[src/rtl/anr_pkg.sv]
package anr_pkg;

  localparam int unsigned CHAN_W    = 4;
  localparam int unsigned HALF_W    = 23;
  localparam int unsigned FRAC_BITS = 16;
  localparam int unsigned FRAC_W    = FRAC_BITS + 1;
  localparam int unsigned DIV_STEPS = FRAC_BITS + 1;
  localparam int unsigned STEP_W    = $clog2(DIV_STEPS);

  typedef enum logic {
    F_IDLE,
    F_UPD
  } front_state_e;

  typedef enum logic [1:0] {
    B_IDLE,
    B_DIV,
    B_DONE
  } back_state_e;

  typedef struct packed {
    logic primed;
    logic run_div;
  } job_ctrl_t;

endpackage

[src/rtl/auto_range_normalizer.sv]
// Per-channel auto-range normalizer. Each sample_i tagged with channel_i is placed within
// that channel's running [lower, upper] range and answered as a Q1.16 fraction (65536 means
// the upper bound); the first sample of a channel seeds the range at sample +/- the half
// width written on cfg_wdata_i and answers 0 with primed_o low. A front stage reads and
// updates the per-channel bounds in a small RAM and hands a job to a 2-entry queue; the back
// stage runs a restoring divider at one quotient bit per cycle. A transaction that divides
// passes in the back stage through a fetch, 17 divide steps and a result load, and the back
// stage fetches no new job before the load; one that skips the divide goes from fetch to load.
// Channels at or above NUM_CHANNELS change no state and answer 0 with primed_o low.
module auto_range_normalizer
  import anr_pkg::*;
#(
  parameter int unsigned NUM_CHANNELS = 16,
  parameter int unsigned SAMPLE_BITS  = 24
) (
  input  logic                          clk_i,
  input  logic                          rst_ni,
  input  logic                          cfg_we_i,
  input  logic [HALF_W-1:0]             cfg_wdata_i,
  input  logic                          in_valid_i,
  output logic                          in_ready_o,
  input  logic [CHAN_W-1:0]             channel_i,
  input  logic signed [SAMPLE_BITS-1:0] sample_i,
  output logic                          out_valid_o,
  input  logic                          out_ready_i,
  output logic [FRAC_W-1:0]             fraction_o,
  output logic                          primed_o
);

  localparam int unsigned BOUND_W = ((SAMPLE_BITS > HALF_W + 1) ? SAMPLE_BITS : HALF_W + 1) + 1;
  localparam int unsigned JOB_W   = $bits(job_ctrl_t) + 2 * BOUND_W;
  localparam int unsigned QDEPTH  = 2;

  logic [HALF_W-1:0] start_half_width_q;
  logic              push, pop, full, empty;
  logic [JOB_W-1:0]  job_in, job_out;

  always_ff @(posedge clk_i or negedge rst_ni) begin
    if (!rst_ni) begin
      start_half_width_q <= '0;
    end else if (cfg_we_i) begin
      start_half_width_q <= cfg_wdata_i;
    end
  end

  anr_front #(
    .NUM_CHANNELS(NUM_CHANNELS),
    .SAMPLE_BITS (SAMPLE_BITS),
    .BOUND_W     (BOUND_W),
    .JOB_W       (JOB_W)
  ) u_front (
    .clk_i       (clk_i),
    .rst_ni      (rst_ni),
    .half_width_i(start_half_width_q),
    .in_valid_i  (in_valid_i),
    .in_ready_o  (in_ready_o),
    .channel_i   (channel_i),
    .sample_i    (sample_i),
    .push_o      (push),
    .job_o       (job_in),
    .full_i      (full)
  );

  anr_fifo #(
    .WIDTH(JOB_W),
    .DEPTH(QDEPTH)
  ) u_queue (
    .clk_i  (clk_i),
    .rst_ni (rst_ni),
    .push_i (push),
    .data_i (job_in),
    .full_o (full),
    .pop_i  (pop),
    .data_o (job_out),
    .empty_o(empty)
  );

  anr_back #(
    .BOUND_W(BOUND_W),
    .JOB_W  (JOB_W)
  ) u_back (
    .clk_i      (clk_i),
    .rst_ni     (rst_ni),
    .empty_i    (empty),
    .job_i      (job_out),
    .pop_o      (pop),
    .out_valid_o(out_valid_o),
    .out_ready_i(out_ready_i),
    .fraction_o (fraction_o),
    .primed_o   (primed_o)
  );

endmodule

[src/rtl/anr_ram.sv]
module anr_ram #(
  parameter int unsigned WIDTH = 50,
  parameter int unsigned DEPTH = 16
) (
  input  logic                                  clk_i,
  input  logic                                  we_i,
  input  logic [(DEPTH > 1 ? $clog2(DEPTH) : 1)-1:0] waddr_i,
  input  logic [WIDTH-1:0]                      wdata_i,
  input  logic [(DEPTH > 1 ? $clog2(DEPTH) : 1)-1:0] raddr_i,
  output logic [WIDTH-1:0]                      rdata_o
);

  logic [WIDTH-1:0] mem_q [DEPTH];
  logic [WIDTH-1:0] rdata_q;

  always_ff @(posedge clk_i) begin
    if (we_i) begin
      mem_q[waddr_i] <= wdata_i;
    end
    rdata_q <= mem_q[raddr_i];
  end

  assign rdata_o = rdata_q;

endmodule

[src/rtl/anr_fifo.sv]
module anr_fifo #(
  parameter int unsigned WIDTH = 52,
  parameter int unsigned DEPTH = 2
) (
  input  logic             clk_i,
  input  logic             rst_ni,
  input  logic             push_i,
  input  logic [WIDTH-1:0] data_i,
  output logic             full_o,
  input  logic             pop_i,
  output logic [WIDTH-1:0] data_o,
  output logic             empty_o
);

  localparam int unsigned PTR_W = (DEPTH > 1) ? $clog2(DEPTH) : 1;
  localparam int unsigned CNT_W = $clog2(DEPTH + 1);

  logic [WIDTH-1:0] mem_q [DEPTH];
  logic [PTR_W-1:0] wr_ptr_q, wr_ptr_d;
  logic [PTR_W-1:0] rd_ptr_q, rd_ptr_d;
  logic [CNT_W-1:0] cnt_q, cnt_d;

  always_comb begin
    wr_ptr_d = wr_ptr_q;
    rd_ptr_d = rd_ptr_q;
    cnt_d    = cnt_q;
    if (push_i) begin
      wr_ptr_d = (wr_ptr_q == PTR_W'(DEPTH - 1)) ? '0 : wr_ptr_q + PTR_W'(1);
    end
    if (pop_i) begin
      rd_ptr_d = (rd_ptr_q == PTR_W'(DEPTH - 1)) ? '0 : rd_ptr_q + PTR_W'(1);
    end
    if (push_i && !pop_i) begin
      cnt_d = cnt_q + CNT_W'(1);
    end else if (pop_i && !push_i) begin
      cnt_d = cnt_q - CNT_W'(1);
    end
  end

  always_ff @(posedge clk_i or negedge rst_ni) begin
    if (!rst_ni) begin
      wr_ptr_q <= '0;
      rd_ptr_q <= '0;
      cnt_q    <= '0;
    end else begin
      wr_ptr_q <= wr_ptr_d;
      rd_ptr_q <= rd_ptr_d;
      cnt_q    <= cnt_d;
    end
  end

  always_ff @(posedge clk_i) begin
    if (push_i) begin
      mem_q[wr_ptr_q] <= data_i;
    end
  end

  assign data_o  = mem_q[rd_ptr_q];
  assign full_o  = (cnt_q == CNT_W'(DEPTH));
  assign empty_o = (cnt_q == '0);

  a_no_overflow: assert property (@(posedge clk_i) disable iff (!rst_ni)
    push_i |-> !full_o)
    else $error("push into full queue");

  a_no_underflow: assert property (@(posedge clk_i) disable iff (!rst_ni)
    pop_i |-> !empty_o)
    else $error("pop from empty queue");

endmodule

[src/rtl/anr_front.sv]
module anr_front
  import anr_pkg::*;
#(
  parameter int unsigned NUM_CHANNELS = 16,
  parameter int unsigned SAMPLE_BITS  = 24,
  parameter int unsigned BOUND_W      = 25,
  parameter int unsigned JOB_W        = 52
) (
  input  logic                          clk_i,
  input  logic                          rst_ni,
  input  logic [HALF_W-1:0]             half_width_i,
  input  logic                          in_valid_i,
  output logic                          in_ready_o,
  input  logic [CHAN_W-1:0]             channel_i,
  input  logic signed [SAMPLE_BITS-1:0] sample_i,
  output logic                          push_o,
  output logic [JOB_W-1:0]              job_o,
  input  logic                          full_i
);

  localparam int unsigned IDX_W = (NUM_CHANNELS > 1) ? $clog2(NUM_CHANNELS) : 1;

  front_state_e state_q, state_d;

  logic [IDX_W-1:0]              idx_q;
  logic                          in_range_q;
  logic signed [SAMPLE_BITS-1:0] sample_q;
  logic [NUM_CHANNELS-1:0]       seen_q;

  logic                      accept;
  logic [IDX_W-1:0]          raddr;
  logic [2*BOUND_W-1:0]      rdata;
  logic                      ram_we;
  logic                      seen_rd;
  logic signed [BOUND_W-1:0] s_ext, hw_ext, lo_rd, hi_rd, lo_n, hi_n;
  logic [BOUND_W-1:0]        range, pos;
  job_ctrl_t                 ctrl;

  always_comb begin
    state_d = state_q;
    unique case (state_q)
      F_IDLE: if (in_valid_i) state_d = F_UPD;
      F_UPD:  if (!full_i) state_d = F_IDLE;
      default: state_d = F_IDLE;
    endcase
  end

  always_comb begin
    in_ready_o = 1'b0;
    push_o     = 1'b0;
    unique case (state_q)
      F_IDLE: in_ready_o = 1'b1;
      F_UPD:  push_o = !full_i;
      default: begin
        in_ready_o = 1'b0;
        push_o     = 1'b0;
      end
    endcase
  end

  assign accept = in_valid_i && in_ready_o;
  assign ram_we = push_o && in_range_q;
  assign raddr  = (state_q == F_IDLE) ? IDX_W'(channel_i) : idx_q;

  always_ff @(posedge clk_i or negedge rst_ni) begin
    if (!rst_ni) begin
      state_q <= F_IDLE;
      seen_q  <= '0;
    end else begin
      state_q <= state_d;
      if (ram_we) begin
        seen_q[idx_q] <= 1'b1;
      end
    end
  end

  always_ff @(posedge clk_i) begin
    if (accept) begin
      idx_q      <= IDX_W'(channel_i);
      in_range_q <= ({24'd0, channel_i} < 28'(NUM_CHANNELS));
      sample_q   <= sample_i;
    end
  end

  anr_ram #(
    .WIDTH(2 * BOUND_W),
    .DEPTH(NUM_CHANNELS)
  ) u_bounds (
    .clk_i  (clk_i),
    .we_i   (ram_we),
    .waddr_i(idx_q),
    .wdata_i({hi_n, lo_n}),
    .raddr_i(raddr),
    .rdata_o(rdata)
  );

  assign seen_rd = seen_q[idx_q];
  assign s_ext   = {{(BOUND_W - SAMPLE_BITS){sample_q[SAMPLE_BITS-1]}}, sample_q};
  assign hw_ext  = {{(BOUND_W - HALF_W){1'b0}}, half_width_i};
  assign lo_rd   = rdata[BOUND_W-1:0];
  assign hi_rd   = rdata[2*BOUND_W-1:BOUND_W];

  always_comb begin
    if (seen_rd) begin
      lo_n = (s_ext < lo_rd) ? s_ext : lo_rd;
      hi_n = (s_ext > hi_rd) ? s_ext : hi_rd;
    end else begin
      lo_n = s_ext - hw_ext;
      hi_n = s_ext + hw_ext;
    end
  end

  assign range        = hi_n - lo_n;
  assign pos          = s_ext - lo_n;
  assign ctrl.primed  = in_range_q && seen_rd;
  assign ctrl.run_div = in_range_q && seen_rd && (range != '0);
  assign job_o        = {ctrl, pos, range};

  a_bounds_hold_sample: assert property (@(posedge clk_i) disable iff (!rst_ni)
    (state_q == F_UPD && in_range_q && seen_rd) |-> (lo_n <= s_ext && s_ext <= hi_n))
    else $error("updated bounds do not enclose sample");

endmodule

[src/rtl/anr_back.sv]
module anr_back
  import anr_pkg::*;
#(
  parameter int unsigned BOUND_W = 25,
  parameter int unsigned JOB_W   = 52
) (
  input  logic              clk_i,
  input  logic              rst_ni,
  input  logic              empty_i,
  input  logic [JOB_W-1:0]  job_i,
  output logic              pop_o,
  output logic              out_valid_o,
  input  logic              out_ready_i,
  output logic [FRAC_W-1:0] fraction_o,
  output logic              primed_o
);

  localparam int unsigned REM_W = BOUND_W + 1;

  back_state_e state_q, state_d;

  job_ctrl_t          job_ctrl;
  logic [BOUND_W-1:0] job_pos, job_range;

  logic [REM_W-1:0]   rem_q;
  logic [BOUND_W-1:0] range_q;
  logic [FRAC_W-1:0]  quot_q;
  logic [STEP_W-1:0]  step_q;
  logic               primed_q;
  logic               run_q;

  logic               out_valid_q;
  logic [FRAC_W-1:0]  fraction_q;
  logic               out_primed_q;

  logic               last_step;
  logic               load_out;
  logic [REM_W-1:0]   trial, range_ext;
  logic               ge;

  assign {job_ctrl, job_pos, job_range} = job_i;

  assign last_step = (step_q == STEP_W'(DIV_STEPS - 1));

  always_comb begin
    state_d = state_q;
    unique case (state_q)
      B_IDLE: if (!empty_i) state_d = job_ctrl.run_div ? B_DIV : B_DONE;
      B_DIV:  if (last_step) state_d = B_DONE;
      B_DONE: if (load_out) state_d = B_IDLE;
      default: state_d = B_IDLE;
    endcase
  end

  always_comb begin
    pop_o    = 1'b0;
    load_out = 1'b0;
    unique case (state_q)
      B_IDLE: pop_o = !empty_i;
      B_DIV:  pop_o = 1'b0;
      B_DONE: load_out = !out_valid_q || out_ready_i;
      default: begin
        pop_o    = 1'b0;
        load_out = 1'b0;
      end
    endcase
  end

  assign range_ext = {1'b0, range_q};
  assign trial     = (step_q == '0) ? rem_q : {rem_q[REM_W-2:0], 1'b0};
  assign ge        = (trial >= range_ext);

  always_ff @(posedge clk_i or negedge rst_ni) begin
    if (!rst_ni) begin
      state_q     <= B_IDLE;
      out_valid_q <= 1'b0;
    end else begin
      state_q <= state_d;
      if (load_out) begin
        out_valid_q <= 1'b1;
      end else if (out_ready_i) begin
        out_valid_q <= 1'b0;
      end
    end
  end

  always_ff @(posedge clk_i) begin
    if (pop_o) begin
      rem_q    <= {1'b0, job_pos};
      range_q  <= job_range;
      quot_q   <= '0;
      step_q   <= '0;
      primed_q <= job_ctrl.primed;
      run_q    <= job_ctrl.run_div;
    end else if (state_q == B_DIV) begin
      rem_q  <= ge ? trial - range_ext : trial;
      quot_q <= {quot_q[FRAC_W-2:0], ge};
      step_q <= step_q + STEP_W'(1);
    end
    if (load_out) begin
      fraction_q   <= run_q ? quot_q : '0;
      out_primed_q <= primed_q;
    end
  end

  assign out_valid_o = out_valid_q;
  assign fraction_o  = fraction_q;
  assign primed_o    = out_primed_q;

  a_rem_below_range: assert property (@(posedge clk_i) disable iff (!rst_ni)
    (state_q == B_DIV && step_q != '0) |-> (rem_q < range_ext))
    else $error("divider remainder not reduced");

  a_fraction_max: assert property (@(posedge clk_i) disable iff (!rst_ni)
    out_valid_q |-> (fraction_q <= FRAC_W'(1 << FRAC_BITS)))
    else $error("fraction above one");

  a_unprimed_zero: assert property (@(posedge clk_i) disable iff (!rst_ni)
    (out_valid_q && !out_primed_q) |-> (fraction_q == '0))
    else $error("first sample with nonzero fraction");

endmodule
[config.mk]
export PLATFORM = sky130hd
export DESIGN_NAME = auto_range_normalizer
export DESIGN_NICKNAME = d
export VERILOG_FILES = /design/src/rtl/anr_pkg.sv /design/src/rtl/auto_range_normalizer.sv /design/src/rtl/anr_ram.sv /design/src/rtl/anr_fifo.sv /design/src/rtl/anr_front.sv /design/src/rtl/anr_back.sv
export SDC_FILE = /design/constraint.sdc
export NUM_CORES = 2
export LEC_CHECK = 0
export ABC_AREA = 1
export CAP_MARGIN = 20
export CORE_ASPECT_RATIO = 1.5
export CORE_MARGIN = 4
export CORE_UTILIZATION = 55
export CTS_CLUSTER_DIAMETER = 120
export DETAILED_ROUTE_END_ITERATION = 8
export DONT_BUFFER_PORTS = 1
export HOLD_SLACK_MARGIN = 0.02
export PLACE_DENSITY = 0.84
export SLEW_MARGIN = 40
export SYNTH_ARGS = -nofsm -noshare
export SYNTH_HDL_FRONTEND = slang
export SYNTH_HIERARCHICAL = 1
export SYNTH_SLANG_ARGS = --single-unit
export TNS_END_PERCENT = 1
[constraint.sdc]
create_clock -name clk_i -period 5.38 [get_ports clk_i]
set_input_delay 0.269 -clock clk_i [delete_from_list [all_inputs] [get_ports clk_i]]
set_output_delay 0.269 -clock clk_i [all_outputs]
set_load 0.02 [all_outputs]
==> key figures <==
Run status
  – Outcome: finished, final reports clean

Logic synthesis
  – Unique cell type count in the Yosys netlist: 63
  – Count of flip-flops with a built-in enable after synthesis: between 1000 and 1500
  – Async S/R FF share, synth: under 10%
  – Nets in the synthesized netlist: ~6200
  – Avg Synthesized Cell Area: 9.394 um^2
  – Register bit count reported by yosys: between 1000 and 1500
  – Most instantiated flip-flop cell in the synthesis netlist: sky130_fd_sc_hd__edfxtp_1
  – Synthesized cell area: 56280 um^2
  – Seq/Total Area, Yosys: between 50 and 60%
  – Number of warning messages in the yosys log: 6
  – Gate Count Post-Synth: 5991

Route
  – Highest routed layer: met5
  – Antenna Nets Post-Route: 0
  – Total length of routed met2 wires: between 80000 and 90000 um
  – Met1 Routed Length: 55620 um
  – Post-DR wirelength/cell: approximately 22 um
  – Length of the first detailed-routing pass in iterations: 9
  – Met3 routed WL: roughly 14000 um
  – Via count normalized by instance count: ~5.7
  – Detailed router's first-iteration violation count: approximately 5200
  – Detailed-route DRC error count: 0
  – Vias: between 40000 and 50000
  – Detailed Route WL: ~160000 um

Clock network
  – Worst-path clk slew: roughly 70 ps
  – Clock Root Buffer: sky130_fd_sc_hd__clkbuf_16
  – Clock latency of the later-clocked register in the worst-skew pair: slightly above 700 ps
  – Number of H-tree levels: 3
  – Clock buffer count from CTS: between 90 and 100
  – Number of clock sinks: about 1100
  – Clock tree from TritonCTS: built
  – Buffers from clock root to sink, at most: 3

Worst setup path
  – Worst R2R Start: u_front/sample_q[1]
  – Crit-path max cell delay: around 440 ps
  – Maximum fanout count along the critical path: 7
  – Type of the setup path with the least slack: reg -> reg
  – CP Launch Point: u_front/sample_q[1]
  – Critical-path cell with the highest stage delay: sky130_fd_sc_hd__fa_1
  – Sort of element at the start of the critical path: flop
  – Length in cells of the worst reg-to-reg path: 30
  – Endpoint of the most critical setup path: u_queue/mem_q[0][50]
  – Top cell by count, worst path: sky130_fd_sc_hd__nand2_1
  – Crit end category: flop
  – Data required time of the worst path: 5810 ps
  – Register-to-Register Setup Slack: a little over 300 ps
  – Endpoint arrival time on the critical path: 5510 ps
  – Worst flop-to-flop path endpoint: u_queue/mem_q[0][50]

Timing
  – Final number of hold-violating endpoints: 0
  – Achievable frequency: between 0.15 and 0.2 GHz
  – Measured slew at the worst slew-check pin: approximately 880 ps
  – Final critical-path required period: ~5100 ps
  – Setup TNS after final layout: 0 ps
  – Final number of max-transition violations: 0
  – Setup-failing EPs final: 0
  – Clock Skew: around 33 ps
  – Final setup margin: ~300 ps
  – Part of the cycle the worst path needs: between 90 and 100%
  – Max transition margin: between 40 and 50%

Cells and area
  – Synthesis-to-layout area growth: 11.36%
  – Final Net Count: between 6000 and 7000
  – Most common library cell in the layout ignoring fill and taps: sky130_fd_sc_hd__nand2_1
  – Most frequent cells in the layout: sky130_fd_sc_hd__nand2_1, sky130_fd_sc_hd__inv_1, sky130_fd_sc_hd__edfxtp_1
  – Fraction of layout cells with a size suffix above 1: 8.143%
  – Final instance area: ~63000 um^2

Floorplanning
  – Die area: 107600 um^2
  – Number of core rows: about 140
  – Core area: about 100000 um^2
  – Num ports: between 70 and 80
  – Die Width: 269.2 um
  – Die extent in y: approximately 400 um
  – Effective utilization at floorplan: between 50 and 60%

Global route
  – Global-route wire length before repair: 244300 um
  – Largest net degree at the start of global routing: 155
  – Remaining global-route overflow: 0
  – Number of antenna violations at the first check in global routing: 21
  – Via count of the first global-routing pass: approximately 42000
  – GRT Util Overall: between 20% and 30%

Worst hold path
  – Type of the tightest min-delay check: in -> async

Placement
  – Post-Place Setup Slack: around 220 ps
  – Placement Cell Area: roughly 58000 um^2
  – Count of input and output buffers: 0
  – Final Wtd Congestion: approximately 1.0
  – HPWL after DPL: 106500 um

Flow run
  – Reported max-cap violation count: 0
## cell families after synthesis
logic type	after synthesis	share of synthesized area, %
xor+xnor	66	1.040
compound gates	384	3.844
fa+ha+maj	169	3.824
mux	52	1.367
buf+inv	1341	10.13
flops	1122	58.15
simple gates	2857	21.65
## worst min-delay path by stage
stage                 startpoint                           end  slack [ps]  cells after the start
CTS                 channel_i[3]  u_front/u_bounds/rdata_o[23]          50                      4
finish                    rst_ni              u_queue/cnt_q[0]          90                      2
detailed placement        rst_ni              u_queue/cnt_q[0]         -30                      0
global placement          rst_ni              u_queue/cnt_q[0]         -20                      0
floorplan                 rst_ni         start_half_width_q[0]         -30                      0
global route        channel_i[3]  u_front/u_bounds/rdata_o[23]          80                      4
## per-stage QoR
step           std cells  hold slack (ps)  utilization, %
4_1_cts             7502            53.83           61.60
6_report            7523            91.80           61.78
2_1_floorplan       5991           -26.59               -
5_1_grt             7520            78.28           61.77
3_5_place_dp        7225           -25.03           57.33
3_3_place_gp        7219           -24.95           57.22
## sequential cells by signal, indices dropped and copies added, names as in the netlist
register,flops
u_front/u_bounds/mem_q,800
u_queue/mem_q,104
u_front/u_bounds/rdata_o,50
u_back/rem_q,26
u_back/range_q,25
u_front/sample_q,24
start_half_width_q,23
u_back/fraction_o,17
u_back/quot_q,17
u_front/seen_q,16
u_back/step_q,5
u_front/idx_q,4
u_back/state_q,2
u_queue/cnt_q,2
u_back/out_valid_o,1
u_back/primed_o,1
u_back/primed_q,1
u_back/run_q,1
u_front/state_q,1
u_queue/rd_ptr_q,1
u_queue/wr_ptr_q,1
## metal layers
metal,up-vias,global-route usage (%)
met4,10,20.48
met1,20074,34.12
met2,2369,51.85
met3,554,4.596
met5,-,0
li1,19648,-
## final cells by class
| class | count | area [um^2] |
|---|---|---|
| antenna | 16 | 40.04 |
| clock buffer | 132 | 2705 |
| clock inverter | 51 | 670.6 |
| fill | 7622 | 38770 |
| inverter | 1107 | 4184 |
| multi-input combinational | 3528 | 18110 |
| sequential | 1122 | 32730 |
| tap | 1305 | 1633 |
| timing repair buffer | 262 | 2600 |
## cells in the mapped netlist, types with 5 or more instances
| library cell | count | area (um^2) |
|---|---|---|
| sky130_fd_sc_hd__nand2_1 | 1792 | 6726 |
| sky130_fd_sc_hd__inv_1 | 1094 | 4106 |
| sky130_fd_sc_hd__edfxtp_1 | 1002 | 30090 |
| sky130_fd_sc_hd__nand3_1 | 738 | 3694 |
| sky130_fd_sc_hd__nor2_1 | 171 | 641.9 |
| sky130_fd_sc_hd__ha_1 | 164 | 2052 |
| sky130_fd_sc_hd__a21oi_1 | 144 | 720.7 |
| sky130_fd_sc_hd__o21ai_0 | 128 | 640.6 |
| sky130_fd_sc_hd__buf_2 | 97 | 485.5 |
| sky130_fd_sc_hd__dfxtp_1 | 73 | 1461 |
| sky130_fd_sc_hd__buf_6 | 55 | 619.3 |
| sky130_fd_sc_hd__clkbuf_1 | 52 | 195.2 |
| sky130_fd_sc_hd__mux2_4 | 49 | 735.7 |
| sky130_fd_sc_hd__dfrtp_1 | 47 | 1176 |
| sky130_fd_sc_hd__xor2_1 | 46 | 402.9 |
| sky130_fd_sc_hd__nand4_1 | 43 | 269.0 |
| sky130_fd_sc_hd__nand2_2 | 27 | 168.9 |
| sky130_fd_sc_hd__o22ai_1 | 23 | 143.9 |
| sky130_fd_sc_hd__xnor2_1 | 19 | 166.4 |
| sky130_fd_sc_hd__nor3_1 | 17 | 85.08 |
| sky130_fd_sc_hd__buf_1 | 14 | 52.55 |
| sky130_fd_sc_hd__o211ai_1 | 14 | 105.1 |
| sky130_fd_sc_hd__nand3b_1 | 13 | 97.59 |
| sky130_fd_sc_hd__o21ai_1 | 12 | 60.06 |
| sky130_fd_sc_hd__or2_2 | 12 | 75.07 |
| sky130_fd_sc_hd__inv_2 | 11 | 41.29 |
| sky130_fd_sc_hd__nand3_2 | 10 | 100.1 |
| sky130_fd_sc_hd__a31oi_1 | 9 | 56.30 |
| sky130_fd_sc_hd__buf_4 | 9 | 67.56 |
| sky130_fd_sc_hd__a21o_1 | 8 | 60.06 |
| sky130_fd_sc_hd__nor2_2 | 8 | 50.05 |
| sky130_fd_sc_hd__o21bai_1 | 8 | 60.06 |
| sky130_fd_sc_hd__nand2_4 | 7 | 78.83 |
| sky130_fd_sc_hd__a21boi_0 | 5 | 37.54 |
| sky130_fd_sc_hd__a21oi_2 | 5 | 43.79 |
| sky130_fd_sc_hd__buf_12 | 5 | 100.1 |
| sky130_fd_sc_hd__fa_1 | 5 | 100.1 |
| sky130_fd_sc_hd__nor4_1 | 5 | 31.28 |
## critical path: cells and delay by family, from the launching register on
| family | cells | cell delay (ps) |
|---|---|---|
| AO/OA/AOI/OAI | 6 | 1200 |
| buffers and inverters | 4 | 510 |
| AND/OR/NAND/NOR | 18 | 1900 |
| adder cells (fa/ha/maj) | 2 | 820 |
| flip-flops | 1 | 380 |
## timing repair
item	4_1_cts	5_1_grt
setup buffers	0	4
setup endpoints to repair	0	26
hold endpoints to repair	101	0
resized for setup	0	18
hold buffers	94	0
Power is not shown: default switching activity piles up to over one toggle a cycle in this logic, so the estimate is an artifact.
